--- src/design/i2cm_pkg.sv ---
`timescale 1ns / 1ps
// ----------------------------------------------------------------------------
// i2cm_pkg
// Shared types and constants for the I2C master bit sequencer.
// ----------------------------------------------------------------------------
package i2cm_pkg;

  // Command codes on the op field
  localparam logic [2:0] OP_NONE  = 3'd0;
  localparam logic [2:0] OP_START = 3'd1;
  localparam logic [2:0] OP_STOP  = 3'd2;
  localparam logic [2:0] OP_SEND  = 3'd3;
  localparam logic [2:0] OP_WACK  = 3'd4;
  localparam logic [2:0] OP_READ  = 3'd5;

  // Configuration register indexes
  localparam logic [1:0] CFG_HALF_PERIOD = 2'd0;
  localparam logic [1:0] CFG_ACK_TIMEOUT = 2'd1;

  localparam int CFG_INDEX_W = 2;
  localparam int CFG_DATA_W  = 16;

  localparam logic [15:0] HALF_PERIOD_RESET = 16'd5;
  localparam logic [9:0]  ACK_TIMEOUT_RESET = 10'd250;

  localparam int DELAY_WIDTH_DEF = 16;

  localparam logic [3:0] BITS_PER_BYTE = 4'd8;

  typedef struct packed {
    logic [15:0] half_period_ticks;
    logic [9:0]  ack_timeout;
  } i2cm_cfg_t;

  typedef struct packed {
    logic       scl_level;
    logic       sda_level;
    logic       busy_res;
    logic       done_res;
    logic [7:0] rx_byte;
    logic       ack_ok;
  } i2cm_res_t;

endpackage

--- src/design/i2cm_seq.sv ---
`timescale 1ns / 1ps
// ----------------------------------------------------------------------------
// i2cm_seq
// Bus phase sequencer: holds phase, counters and shift register, advances
// one tick per enabled cycle and presents the result of that tick.
// ----------------------------------------------------------------------------
module i2cm_seq
  import i2cm_pkg::*;
#(
  parameter int DELAY_WIDTH = DELAY_WIDTH_DEF
) (
  input  logic      clk,
  input  logic      rst,
  input  logic      step_en,
  input  logic [2:0] op,
  input  logic [7:0] tx_byte,
  input  logic      send_ack,
  input  logic      sda_in,
  input  i2cm_cfg_t cfg,
  output i2cm_res_t res_next
);

  typedef enum logic [3:0] {
    PH_IDLE      = 4'd0,
    PH_START_A   = 4'd1,
    PH_START_B   = 4'd2,
    PH_STOP_A    = 4'd3,
    PH_STOP_B    = 4'd4,
    PH_WACK_A    = 4'd5,
    PH_WACK_B    = 4'd6,
    PH_WACK_POLL = 4'd7,
    PH_SEND_LOW  = 4'd8,
    PH_SEND_HIGH = 4'd9,
    PH_SEND_TAIL = 4'd10,
    PH_READ_LOW  = 4'd11,
    PH_READ_HIGH = 4'd12,
    PH_ACK_LOW   = 4'd13,
    PH_ACK_HIGH  = 4'd14
  } phase_t;

  phase_t                 phase, phase_next;
  logic [3:0]             bit_count, bit_count_next;
  logic [7:0]             shift_reg, shift_reg_next;
  logic [DELAY_WIDTH-1:0] delay_count, delay_count_next;
  logic [9:0]             wait_count, wait_count_next;
  logic                   scl_drive, scl_drive_next;
  logic                   sda_drive, sda_drive_next;
  logic                   ack_flag, ack_flag_next;
  logic                   ack_choice, ack_choice_next;
  logic [7:0]             rx_data, rx_data_next;

  logic [DELAY_WIDTH-1:0] hpt_trunc;
  logic [DELAY_WIDTH-1:0] dly_len;
  logic [DELAY_WIDTH-1:0] cnt_inc;
  logic [DELAY_WIDTH-1:0] cnt_after;
  logic                   expired;
  logic [3:0]             bc_inc;
  logic                   done;

  // a zero delay register acts the same as a value of 1
  assign hpt_trunc = DELAY_WIDTH'(cfg.half_period_ticks);
  assign dly_len   = (hpt_trunc == '0) ? DELAY_WIDTH'(1) : hpt_trunc;
  assign cnt_inc   = delay_count + DELAY_WIDTH'(1);
  assign expired   = (cnt_inc >= dly_len);
  assign cnt_after = expired ? '0 : cnt_inc;
  assign bc_inc    = bit_count + 4'd1;

  always_comb begin
    phase_next       = phase;
    bit_count_next   = bit_count;
    shift_reg_next   = shift_reg;
    delay_count_next = delay_count;
    wait_count_next  = wait_count;
    scl_drive_next   = scl_drive;
    sda_drive_next   = sda_drive;
    ack_flag_next    = ack_flag;
    ack_choice_next  = ack_choice;
    rx_data_next     = rx_data;
    done             = 1'b0;

    unique case (phase)
      PH_IDLE: begin
        unique case (op)
          OP_START: begin
            sda_drive_next   = 1'b1;
            scl_drive_next   = 1'b1;
            phase_next       = PH_START_A;
            delay_count_next = '0;
          end
          OP_STOP: begin
            scl_drive_next   = 1'b0;
            sda_drive_next   = 1'b0;
            phase_next       = PH_STOP_A;
            delay_count_next = '0;
          end
          OP_SEND: begin
            scl_drive_next   = 1'b0;
            bit_count_next   = '0;
            sda_drive_next   = tx_byte[7];
            shift_reg_next   = {tx_byte[6:0], 1'b0};
            phase_next       = PH_SEND_LOW;
            delay_count_next = '0;
          end
          OP_WACK: begin
            sda_drive_next   = 1'b1;
            phase_next       = PH_WACK_A;
            delay_count_next = '0;
          end
          OP_READ: begin
            ack_choice_next  = send_ack;
            sda_drive_next   = 1'b1;
            scl_drive_next   = 1'b0;
            bit_count_next   = '0;
            shift_reg_next   = '0;
            phase_next       = PH_READ_LOW;
            delay_count_next = '0;
          end
          default: begin
          end
        endcase
      end
      PH_START_A: begin
        delay_count_next = cnt_after;
        if (expired) begin
          sda_drive_next = 1'b0;
          phase_next     = PH_START_B;
        end
      end
      PH_START_B: begin
        delay_count_next = cnt_after;
        if (expired) begin
          scl_drive_next = 1'b0;
          done           = 1'b1;
        end
      end
      PH_STOP_A: begin
        delay_count_next = cnt_after;
        if (expired) begin
          scl_drive_next = 1'b1;
          sda_drive_next = 1'b1;
          phase_next     = PH_STOP_B;
        end
      end
      PH_STOP_B: begin
        delay_count_next = cnt_after;
        done             = expired;
      end
      PH_WACK_A: begin
        delay_count_next = cnt_after;
        if (expired) begin
          scl_drive_next = 1'b1;
          phase_next     = PH_WACK_B;
        end
      end
      PH_WACK_B: begin
        delay_count_next = cnt_after;
        if (expired) begin
          wait_count_next = '0;
          phase_next      = PH_WACK_POLL;
        end
      end
      PH_WACK_POLL: begin
        if (!sda_in) begin
          scl_drive_next = 1'b0;
          ack_flag_next  = 1'b1;
          done           = 1'b1;
        end else if (wait_count >= cfg.ack_timeout) begin
          // no acknowledge: fail and close with a stop
          ack_flag_next    = 1'b0;
          scl_drive_next   = 1'b0;
          sda_drive_next   = 1'b0;
          phase_next       = PH_STOP_A;
          delay_count_next = '0;
        end else begin
          wait_count_next = wait_count + 10'd1;
        end
      end
      PH_SEND_LOW: begin
        delay_count_next = cnt_after;
        if (expired) begin
          scl_drive_next = 1'b1;
          phase_next     = PH_SEND_HIGH;
        end
      end
      PH_SEND_HIGH: begin
        delay_count_next = cnt_after;
        if (expired) begin
          scl_drive_next = 1'b0;
          phase_next     = PH_SEND_TAIL;
        end
      end
      PH_SEND_TAIL: begin
        delay_count_next = cnt_after;
        if (expired) begin
          bit_count_next = bc_inc;
          if (bc_inc >= BITS_PER_BYTE) begin
            done = 1'b1;
          end else begin
            sda_drive_next = shift_reg[7];
            shift_reg_next = {shift_reg[6:0], 1'b0};
            phase_next     = PH_SEND_LOW;
          end
        end
      end
      PH_READ_LOW: begin
        delay_count_next = cnt_after;
        if (expired) begin
          scl_drive_next = 1'b1;
          shift_reg_next = {shift_reg[6:0], sda_in};
          phase_next     = PH_READ_HIGH;
        end
      end
      PH_READ_HIGH: begin
        delay_count_next = cnt_after;
        if (expired) begin
          bit_count_next = bc_inc;
          scl_drive_next = 1'b0;
          if (bc_inc >= BITS_PER_BYTE) begin
            rx_data_next   = shift_reg;
            sda_drive_next = !ack_choice;
            phase_next     = PH_ACK_LOW;
          end else begin
            phase_next = PH_READ_LOW;
          end
        end
      end
      PH_ACK_LOW: begin
        delay_count_next = cnt_after;
        if (expired) begin
          scl_drive_next = 1'b1;
          phase_next     = PH_ACK_HIGH;
        end
      end
      PH_ACK_HIGH: begin
        delay_count_next = cnt_after;
        if (expired) begin
          scl_drive_next = 1'b0;
          done           = 1'b1;
        end
      end
      default: begin
        phase_next       = PH_IDLE;
        delay_count_next = '0;
      end
    endcase

    if (done) begin
      phase_next       = PH_IDLE;
      delay_count_next = '0;
    end
  end

  assign res_next.scl_level = scl_drive_next;
  assign res_next.sda_level = sda_drive_next;
  assign res_next.busy_res  = (phase_next != PH_IDLE);
  assign res_next.done_res  = done;
  assign res_next.rx_byte   = rx_data_next;
  assign res_next.ack_ok    = ack_flag_next;

  always_ff @(posedge clk) begin
    if (rst) begin
      phase       <= PH_IDLE;
      bit_count   <= '0;
      shift_reg   <= '0;
      delay_count <= '0;
      wait_count  <= '0;
      scl_drive   <= 1'b1;
      sda_drive   <= 1'b1;
      ack_flag    <= 1'b0;
      ack_choice  <= 1'b0;
      rx_data     <= '0;
    end else if (step_en) begin
      phase       <= phase_next;
      bit_count   <= bit_count_next;
      shift_reg   <= shift_reg_next;
      delay_count <= delay_count_next;
      wait_count  <= wait_count_next;
      scl_drive   <= scl_drive_next;
      sda_drive   <= sda_drive_next;
      ack_flag    <= ack_flag_next;
      ack_choice  <= ack_choice_next;
      rx_data     <= rx_data_next;
    end
  end

  a_idle_delay_clear: assert property (@(posedge clk) disable iff (rst)
    (phase == PH_IDLE) |-> (delay_count == '0))
    else $error("delay counter not cleared in idle");

  a_bit_count_range: assert property (@(posedge clk) disable iff (rst)
    bit_count <= BITS_PER_BYTE)
    else $error("bit count beyond one byte");

  a_ack_seen: assert property (@(posedge clk) disable iff (rst)
    (step_en && phase == PH_WACK_POLL && !sda_in) |=> (ack_flag && phase == PH_IDLE))
    else $error("acknowledge not recorded");

endmodule

--- src/design/i2c_master_bit_sequencer.sv ---
`timescale 1ns / 1ps
// ----------------------------------------------------------------------------
// i2c_master_bit_sequencer
// I2C master that sequences the open-drain SCL and SDA lines, one tick per
// input item.
// ----------------------------------------------------------------------------
// Usage:
//   Input channel (in_valid / in_stall): one item per bus tick, carrying the
//   sampled SDA level and an optional command (op, tx_byte, send_ack).
//   Commands are taken only while idle; otherwise they are ignored.
//   Output channel (out_valid / out_stall): one result item per input item
//   with the line drives, busy, done pulse, last read byte and ack status.
//   Config port: cfg_we writes cfg_data to register cfg_index
//   (0 half_period_ticks, 1 ack_timeout). Write only while idle.
// Timing:
//   Two-register pipeline: input register, then sequencer step into the
//   result register. An accepted item waits in the input register until the
//   result register is free, and then its result is registered there.
//   Throughput is one item per cycle while out_stall is low; the sequencer's
//   state update is a single pass of logic per tick.
// Reset:
//   Both lines released, phase idle, counters and status cleared, config
//   registers back to 5 and 250.
// Stall:
//   A stalled result holds in the output register; the input register keeps
//   its item and in_stall rises only when both registers are full.
// ----------------------------------------------------------------------------
module i2c_master_bit_sequencer
  import i2cm_pkg::*;
#(
  parameter int DELAY_WIDTH = DELAY_WIDTH_DEF
) (
  input  logic                   clk,
  input  logic                   rst,

  // configuration write port
  input  logic                   cfg_we,
  input  logic [CFG_INDEX_W-1:0] cfg_index,
  input  logic [CFG_DATA_W-1:0]  cfg_data,

  // input items
  input  logic                   in_valid,
  output logic                   in_stall,
  input  logic [2:0]             op,
  input  logic [7:0]             tx_byte,
  input  logic                   send_ack,
  input  logic                   sda_in,

  // result items
  output logic                   out_valid,
  input  logic                   out_stall,
  output logic                   scl_level,
  output logic                   sda_level,
  output logic                   busy_res,
  output logic                   done_res,
  output logic [7:0]             rx_byte,
  output logic                   ack_ok
);

  i2cm_cfg_t  cfg;

  // input register
  logic       s1_valid;
  logic [2:0] s1_op;
  logic [7:0] s1_tx_byte;
  logic       s1_send_ack;
  logic       s1_sda_in;

  // result register
  i2cm_res_t  res;
  i2cm_res_t  res_next;

  logic       out_free;   // result register can take a new item
  logic       step_en;    // sequencer advances one tick
  logic       s1_load;

  assign out_free = !out_valid || !out_stall;
  assign step_en  = s1_valid && out_free;
  assign s1_load  = !s1_valid || out_free;
  assign in_stall = !s1_load;

  // config registers
  always_ff @(posedge clk) begin
    if (rst) begin
      cfg.half_period_ticks <= HALF_PERIOD_RESET;
      cfg.ack_timeout       <= ACK_TIMEOUT_RESET;
    end else if (cfg_we) begin
      unique case (cfg_index)
        CFG_HALF_PERIOD: cfg.half_period_ticks <= cfg_data;
        CFG_ACK_TIMEOUT: cfg.ack_timeout       <= cfg_data[9:0];
        default: begin
        end
      endcase
    end
  end

  always_ff @(posedge clk) begin
    if (rst) begin
      s1_valid <= 1'b0;
    end else if (s1_load) begin
      s1_valid <= in_valid;
    end
  end

  always_ff @(posedge clk) begin
    if (s1_load && in_valid) begin
      s1_op       <= op;
      s1_tx_byte  <= tx_byte;
      s1_send_ack <= send_ack;
      s1_sda_in   <= sda_in;
    end
  end

  i2cm_seq #(
    .DELAY_WIDTH(DELAY_WIDTH)
  ) u_seq (
    .clk      (clk),
    .rst      (rst),
    .step_en  (step_en),
    .op       (s1_op),
    .tx_byte  (s1_tx_byte),
    .send_ack (s1_send_ack),
    .sda_in   (s1_sda_in),
    .cfg      (cfg),
    .res_next (res_next)
  );

  always_ff @(posedge clk) begin
    if (rst) begin
      out_valid <= 1'b0;
    end else if (out_free) begin
      out_valid <= s1_valid;
    end
  end

  always_ff @(posedge clk) begin
    if (step_en) begin
      res <= res_next;
    end
  end

  assign scl_level = res.scl_level;
  assign sda_level = res.sda_level;
  assign busy_res  = res.busy_res;
  assign done_res  = res.done_res;
  assign rx_byte   = res.rx_byte;
  assign ack_ok    = res.ack_ok;

  a_done_not_busy: assert property (@(posedge clk) disable iff (rst)
    (out_valid && done_res) |-> !busy_res)
    else $error("done reported while still busy");

  a_held_item_kept: assert property (@(posedge clk) disable iff (rst)
    (s1_valid && out_valid && out_stall) |=> s1_valid)
    else $error("pending item dropped under stall");

  a_step_fills_out: assert property (@(posedge clk) disable iff (rst)
    step_en |=> out_valid)
    else $error("sequencer step without a result");

endmodule
--- config.mk ---
export PLATFORM = sky130hd
export DESIGN_NAME = i2c_master_bit_sequencer
export DESIGN_NICKNAME = d
export VERILOG_FILES = /design/src/design/i2cm_pkg.sv /design/src/design/i2cm_seq.sv /design/src/design/i2c_master_bit_sequencer.sv
export SDC_FILE = /design/constraint.sdc
export NUM_CORES = 1
export LEC_CHECK = 0
export BUFFER_PORTS_ARGS = -buffer_cell sky130_fd_sc_hd__buf_2
export CAP_MARGIN = 5
export CORE_MARGIN = 1.5
export CORE_UTILIZATION = 45
export DETAILED_ROUTE_END_ITERATION = 10
export SYNTH_ARGS = -nofsm -noshare
export SYNTH_HDL_FRONTEND = slang
export SYNTH_SLANG_ARGS = --single-unit
--- constraint.sdc ---
create_clock -name clk -period 5.76 [get_ports clk]
set_clock_uncertainty 0.15 [all_clocks]
set_input_delay 0.864 -clock clk [delete_from_list [all_inputs] [get_ports clk]]
set_output_delay 0.864 -clock clk [all_outputs]
set_load 0.01 [all_outputs]
==> reports/results.ini, run 1 <==
[place]
gp_congestion=0.861
io_buffers=50
dp_hpwl_mm=10.3
place_inst=878

[clock_tree]
ctsLongestPathBuffers=2
post_cts_buffers=0
cts_inserted_buffers=9
path_clk_slew_ps=70
h-tree-depth=3
cts_tree=done
hold_buffers=0
cts_sinks=108
clockRootBuffer=clkbuf_16
clock_latency_ps=350
cts_resized=0

[floorplanning]
die_w_um=118
io_pins=51
start_util_pct=46.7
dieArea_mm2=0.0140
core.rowCount=41
die-height_um=118
coreArea_mm2=0.0128

[sta]
max-slew-margin-rel_pct=24.4
final-hold-violation-count=0
setup_tns_ps=0
setup_viol=0
maxSlewViolCount=0
fmax_ghz=0.189
rsz0062_at_grt=no
hold_ws_ps=314
worst_pin_slew_ps=1130
post-route-period-util_pct=92.0
min_period_ps=5300

[setup_path]
cp.required_ps=5880
slowest_stage=or4_1
crit_path_frequent_cell=and3_1
critPathMaxStageDelay_ps=660
cp.arrival_ps=5410
crit_fanout=13
path_cells=ha_1, and3_1, and3_1, and3_1, and3_1, nand3_1, xnor2_1, ha_1, and4_1, nand4_1, or4_1, and3_1, a311oi_4, and4_1, a211oi_1, o32ai_2
crit_cells=16
path_buf_inv=0
cp_top_family=simple AND/OR/NAND/NOR gates
crit_type=flop to flop
start_kind=flop
rr_worst_depth=16
cp-end-kind=flop

[route]
drc=0
wirelength_mm=14.1
final_antenna_net_count=0
wire_per_inst_um=15.8
firstDrtPassIters=5
first_iter_violations=388
vias=4951
avgViaCountPerCell=5.54

[synth]
seq_area_frac_synth_pct=40.4
syn_nets=750
ys_ff_latch=108
synth_top_area_share_pct=27.4
syn_area_mm2=0.00599
synth_edf_count=26
avgSynthCellArea_um2=8.74
yosysMostFrequentCell=nand2_1
postSynthCellCount=685
yosysTopAreaCell=dfxtp_1
synth.distinct_cells=68
yosysWarnings=0
synth_area_leaders=dfxtp_1 (27%), edfxtp_1 (13%), ha_1 (6.1%)
synth_async_sr_flop_share_pct=0
ys.flop_type=dfxtp_1
synthTopCellsByCount=nand2_1 (96), dfxtp_1 (82), nor2_1 (69)

[global_route]
track_usage_pct=20.6
antenna_found_initial=0
grt_pass1_vias=4765
grt_first_pass_wirelength_mm=23.4
grt_max_degree=51
grt_overflow=0

[flow_run]
cap_violations=0

[final_layout]
largest_reg_flops=26
instances_no_fill=894
syn_to_final_growth_pct=10.5
n_fill_cell=1230
max_flop_register=cfg
fin_nets=782
drive_gt1_share_pct=14.1
antenna_cells=0
top_regs=cfg: 26 flops, u_seq.delay_count: 16 flops, u_seq.wait_count: 10 flops

[power_and_ir_drop]
p_comb_share_pct=13.4
pwr_density_cell_mw_per_mm2=246
clkPwrFrac_pct=35.6
total_power_uw=1630
seq_power_share_pct=51.1
p_leak_uw=0.00255
p_sw_share_pct=27.4
power.internal_uw=1180
vdd_drop_max_uv=153
power_switching_uw=447

[hold_path]
hold_class=flop to flop
min_path_cells=2

[status]
outcome=complete, no violations

## power by group through the flow
stage	Sequential [µW]	Clock (µW)	Combinational (µW)
after floorplan	840	0	165
after global placement	848	0	212
after detailed placement	850	0	216
after CTS	832	592	217
after global routing	836	619	241
final	832	579	218
## through the flow
stage | utilization, % | instance area, µm² | setup slack [ps]
after floorplan | - | 5990 | 1250
after global placement | 49.5 | 6340 | 693
after detailed placement | 49.5 | 6340 | 520
after CTS | 51.6 | 6620 | 474
after global routing | 51.6 | 6620 | 70.4
final | 51.6 | 6620 | 462
## worst register-to-register path, cell delays in order, from the launching register on
cell and delay (ps):
dfxtp_1 420, ha_1 260, and3_1 250, and3_1 250
and3_1 260, and3_1 270, nand3_1 120, xnor2_1 180
ha_1 300, and4_1 200, nand4_1 130, or4_1 660
and3_1 360, a311oi_4 360, and4_1 640, a211oi_1 190
o32ai_2 230
## worst paths after layout
kind	from	to	slack [ps]
hold / removal	cfg[9]	cfg[9]	310
hold reg to reg	cfg[9]	cfg[9]	310
setup reg to reg	u_seq.delay_count[0]	u_seq.delay_count[2]	460
setup / recovery	u_seq.delay_count[0]	u_seq.delay_count[2]	460
## cell usage in the layout, fill, tap and decap left out, types with 4 or more instances in the layout
cell type,netlist,layout
a211oi_1,12,12
a31oi_1,5,5
nor2b_1,16,16
nor2_1,69,69
o21ai_0,14,14
nand2_1,96,96
nor3_2,8,8
o21ai_1,8,8
nand3_1,23,23
mux2i_1,11,11
clkbuf_16,0,9
xor2_1,9,9
o211ai_1,10,10
nand2b_1,7,7
dfxtp_1,82,82
ha_1,29,29
a21oi_1,42,42
buf_2,2,50
edfxtp_1,26,26
o21a_1,4,4
o22ai_1,6,6
buf_4,1,6
and3_1,12,12
o2111ai_1,8,8
mux2_4,8,8
xnor2_1,19,19
inv_1,34,34
nand4_1,6,6
nor3_1,14,14
nor4_1,8,8
a221oi_1,7,7
## area by class of cell
cell class	count	area, µm²	share of cell area [%]
flip-flops and latches	108	2420	36.6
clock buffers	11	233	3.52
multi-input cells	507	3280	49.6
well taps	172	215	3.25
repair buffers	56	295	4.46
inverters	35	131	1.99
clock inverters	5	38.8	0.586
## logic make-up (layout without fill, tap and decap cells)
| family | after synthesis | after routing | synth area share (%) |
|---|---|---|---|
| mux | 19 | 19 | 3.84 |
| flops | 108 | 108 | 40.4 |
| simple gates | 285 | 285 | 23.5 |
| buf+inv | 70 | 107 | 4.87 |
| xor+xnor | 28 | 28 | 4.09 |
| compound gates | 146 | 146 | 17.2 |
| fa+ha+maj | 29 | 29 | 6.06 |
## per-layer routing
metal / track usage, % / vias up / part of all wire, %
li1: - / 2511 / -
met1: 28.4 / 2313 / 49
met2: 32.7 / 108 / 45
met3: 3.28 / 19 / 4.6
met4: 7.38 / 0 / 1.9
met5: 0 / - / 0
Power figures use the tool's default switching activity.
==> run 2: changes to the inputs <==
- CTS_CLUSTER_SIZE: not set -> 24
- PLACE_DENSITY: not set -> 0.67
- RECOVER_POWER: not set -> 100
==> reports/results.ini, run 2 (synthesized netlist as in run 1, its figures left out) <==
[power_and_ir_drop]
pwr_density_cell_mw_per_mm2=248  ; +0.73%
vdd_drop_max_uv=135  ; -12%
power.internal_uw=1200  ; +1.3%
p_leak_uw=0.00249  ; -2.3%
seq_power_share_pct=51.3  ; +0.2 points
p_sw_share_pct=26.2  ; -1.2 points
p_comb_share_pct=12.8  ; -0.6 points
power_switching_uw=426  ; -4.6%
clkPwrFrac_pct=35.9  ; +0.3 points

[final_layout]
max_flop_register=cfg
top_regs=cfg: 26 flops, u_seq.delay_count: 16 flops, u_seq.wait_count: 10 flops
largest_reg_flops=26  ; unchanged
multi_input_area_mm2=0.00324  ; -1.1%
final_cell_mix=nand2_1 (96), dfxtp_1 (82), nor2_1 (69)
ff_latch_area_mm2=0.00242  ; unchanged
syn_to_final_growth_pct=9.36
n_fill_cell=1261  ; +2.5%
drive_gt1_share_pct=10.3  ; -3.9 points
antenna_cells=0  ; unchanged
fin_nets=781  ; -0.13%
final_common_cell=nand2_1
final_area_mm2=0.00655  ; -1.0%
fin_util_pct=51.1  ; -0.52 points

[setup_path]
crit_type=flop to flop
start_kind=flop
crit_fanout=13  ; unchanged
cp.arrival_ps=5350  ; -60 ps
cp-end-kind=flop
rrSetupSlack_ps=480  ; +20 ps
cp.required_ps=5830  ; -50 ps

[route]
final_antenna_net_count=0  ; unchanged
firstDrtPassIters=5  ; unchanged
first_iter_violations=427  ; +10%
vias=5124  ; +3.5%
wirelength_mm=14.1  ; -0.26%
avgViaCountPerCell=5.74  ; +3.6%
drc=0  ; unchanged
wire_per_inst_um=15.7  ; -0.14%

[global_route]
grt_pass1_vias=4765  ; unchanged
track_usage_pct=20.4  ; -0.26 points
grt_first_pass_wirelength_mm=23.2  ; -0.98%
grt_max_degree=51  ; unchanged
grt_overflow=0  ; unchanged
antenna_found_initial=0  ; unchanged

[sta]
min_period_ps=5280  ; -15.8 ps
post-route-period-util_pct=91.7  ; -0.27 points
maxSlewViolCount=51  ; +51
worst_pin_slew_ps=2520  ; +1400 ps
max-slew-margin-rel_pct=-68.3  ; -93 points
fmax_ghz=0.189  ; +0.30%
setup_viol=0  ; unchanged
rsz0062_at_grt=no
final-hold-violation-count=0  ; unchanged
setup_tns_ps=0  ; unchanged

[clock_tree]
h-tree-depth=3  ; unchanged
cts_sinks=108  ; unchanged
hold_buffers=0  ; unchanged
path_clk_slew_ps=70  ; about the same
cts_inserted_buffers=9  ; unchanged
clockRootBuffer=clkbuf_16
ctsLongestPathBuffers=2  ; unchanged
cts_tree=done
post_cts_buffers=0  ; unchanged
clock_latency_ps=350  ; about the same
cts_resized=0  ; unchanged

[floorplanning]
io_pins=51  ; unchanged
coreArea_mm2=0.0128  ; unchanged
core.rowCount=41  ; unchanged
dieArea_mm2=0.0140  ; unchanged
start_util_pct=46.7  ; unchanged
die-height_um=118  ; unchanged
die_w_um=118  ; unchanged

[place]
dp_hpwl_mm=10.2  ; -0.72%
place_area_mm2=0.00634  ; -0.12%
io_buffers=50  ; unchanged
gp_congestion=0.862  ; +0.13%

[hold_path]
hold_class=flop to flop

[flow_run]
cap_violations=1  ; +1

[status]
violations=max-capacitance violations, max-slew violations
outcome=finished with violations

[run 2: cell types whose count changed in the layout (fill, tap and decap cells not counted), sizes merged]
cell | previous run | this run
clkbuf | 11 | 32
clkinv | 3 | 4
clkinvlp | 2 | 0
inv | 35 | 34
buf | 56 | 36
[run 2: critical path: stages (launching register included)]
cell      delay [ps]
dfxtp_1          420
ha_1             280
and3_1           270
and3_1           250
and3_1           270
and3_1           260
nand3_1          110
xnor2_1          180
ha_1             300
and4_1           210
nand4_1          130
or4_1            660
and3_1           350
a311oi_4         340
and4_1           570
a21oi_2          210
mux2i_1          180
[run 2: path summary, 6_finish.rpt]
kind,from,to,cells past startpoint
hold reg to reg,cfg[2],cfg[2],2
setup / recovery,u_seq.delay_count[0],u_seq.delay_count[10],16
hold / removal,cfg[2],cfg[2],2
setup reg to reg,u_seq.delay_count[0],u_seq.delay_count[10],16
[run 2: metrics by stage]
step / total power (µW) / setup WS [ps] / hold WS, ps / std cells
after floorplan: 1000 / 1250 / 286 / 685
after global placement: 1060 / 722 / 300 / 877
after detailed placement: 1060 / 573 / 304 / 877
after CTS: 1650 / 506 / 318 / 893
after global routing: 1690 / 191 / 341 / 893
final: 1620 / 478 / 317 / 893
[run 2: metal layers]
| metal | vias to the layer above | routed length, µm | GRT usage, % |
|---|---|---|---|
| met5 | - | 0 | 0 |
| met4 | 0 | 287 | 8.66 |
| met3 | 24 | 903 | 3.38 |
| met2 | 195 | 6350 | 31.4 |
| met1 | 2385 | 6510 | 28.2 |
| li1 | 2520 | - | - |
[run 2: area by class of cell]
cell class	count	share of cell area [%]
clock buffers	13	3.97
repair buffers	55	3.92
well taps	172	3.29
multi-input cells	507	49.5
clock inverters	3	0.325
inverters	35	2.01
flip-flops and latches	108	37.0
[run 2: power groups by stage]
stage               registers (µW)  logic, µW  clock network, µW
finish                         833        209                583
CTS                            832        214                601
global route                   836        230                625
global placement               848        208                  0
detailed placement             849        213                  0
floorplan                      840        165                  0
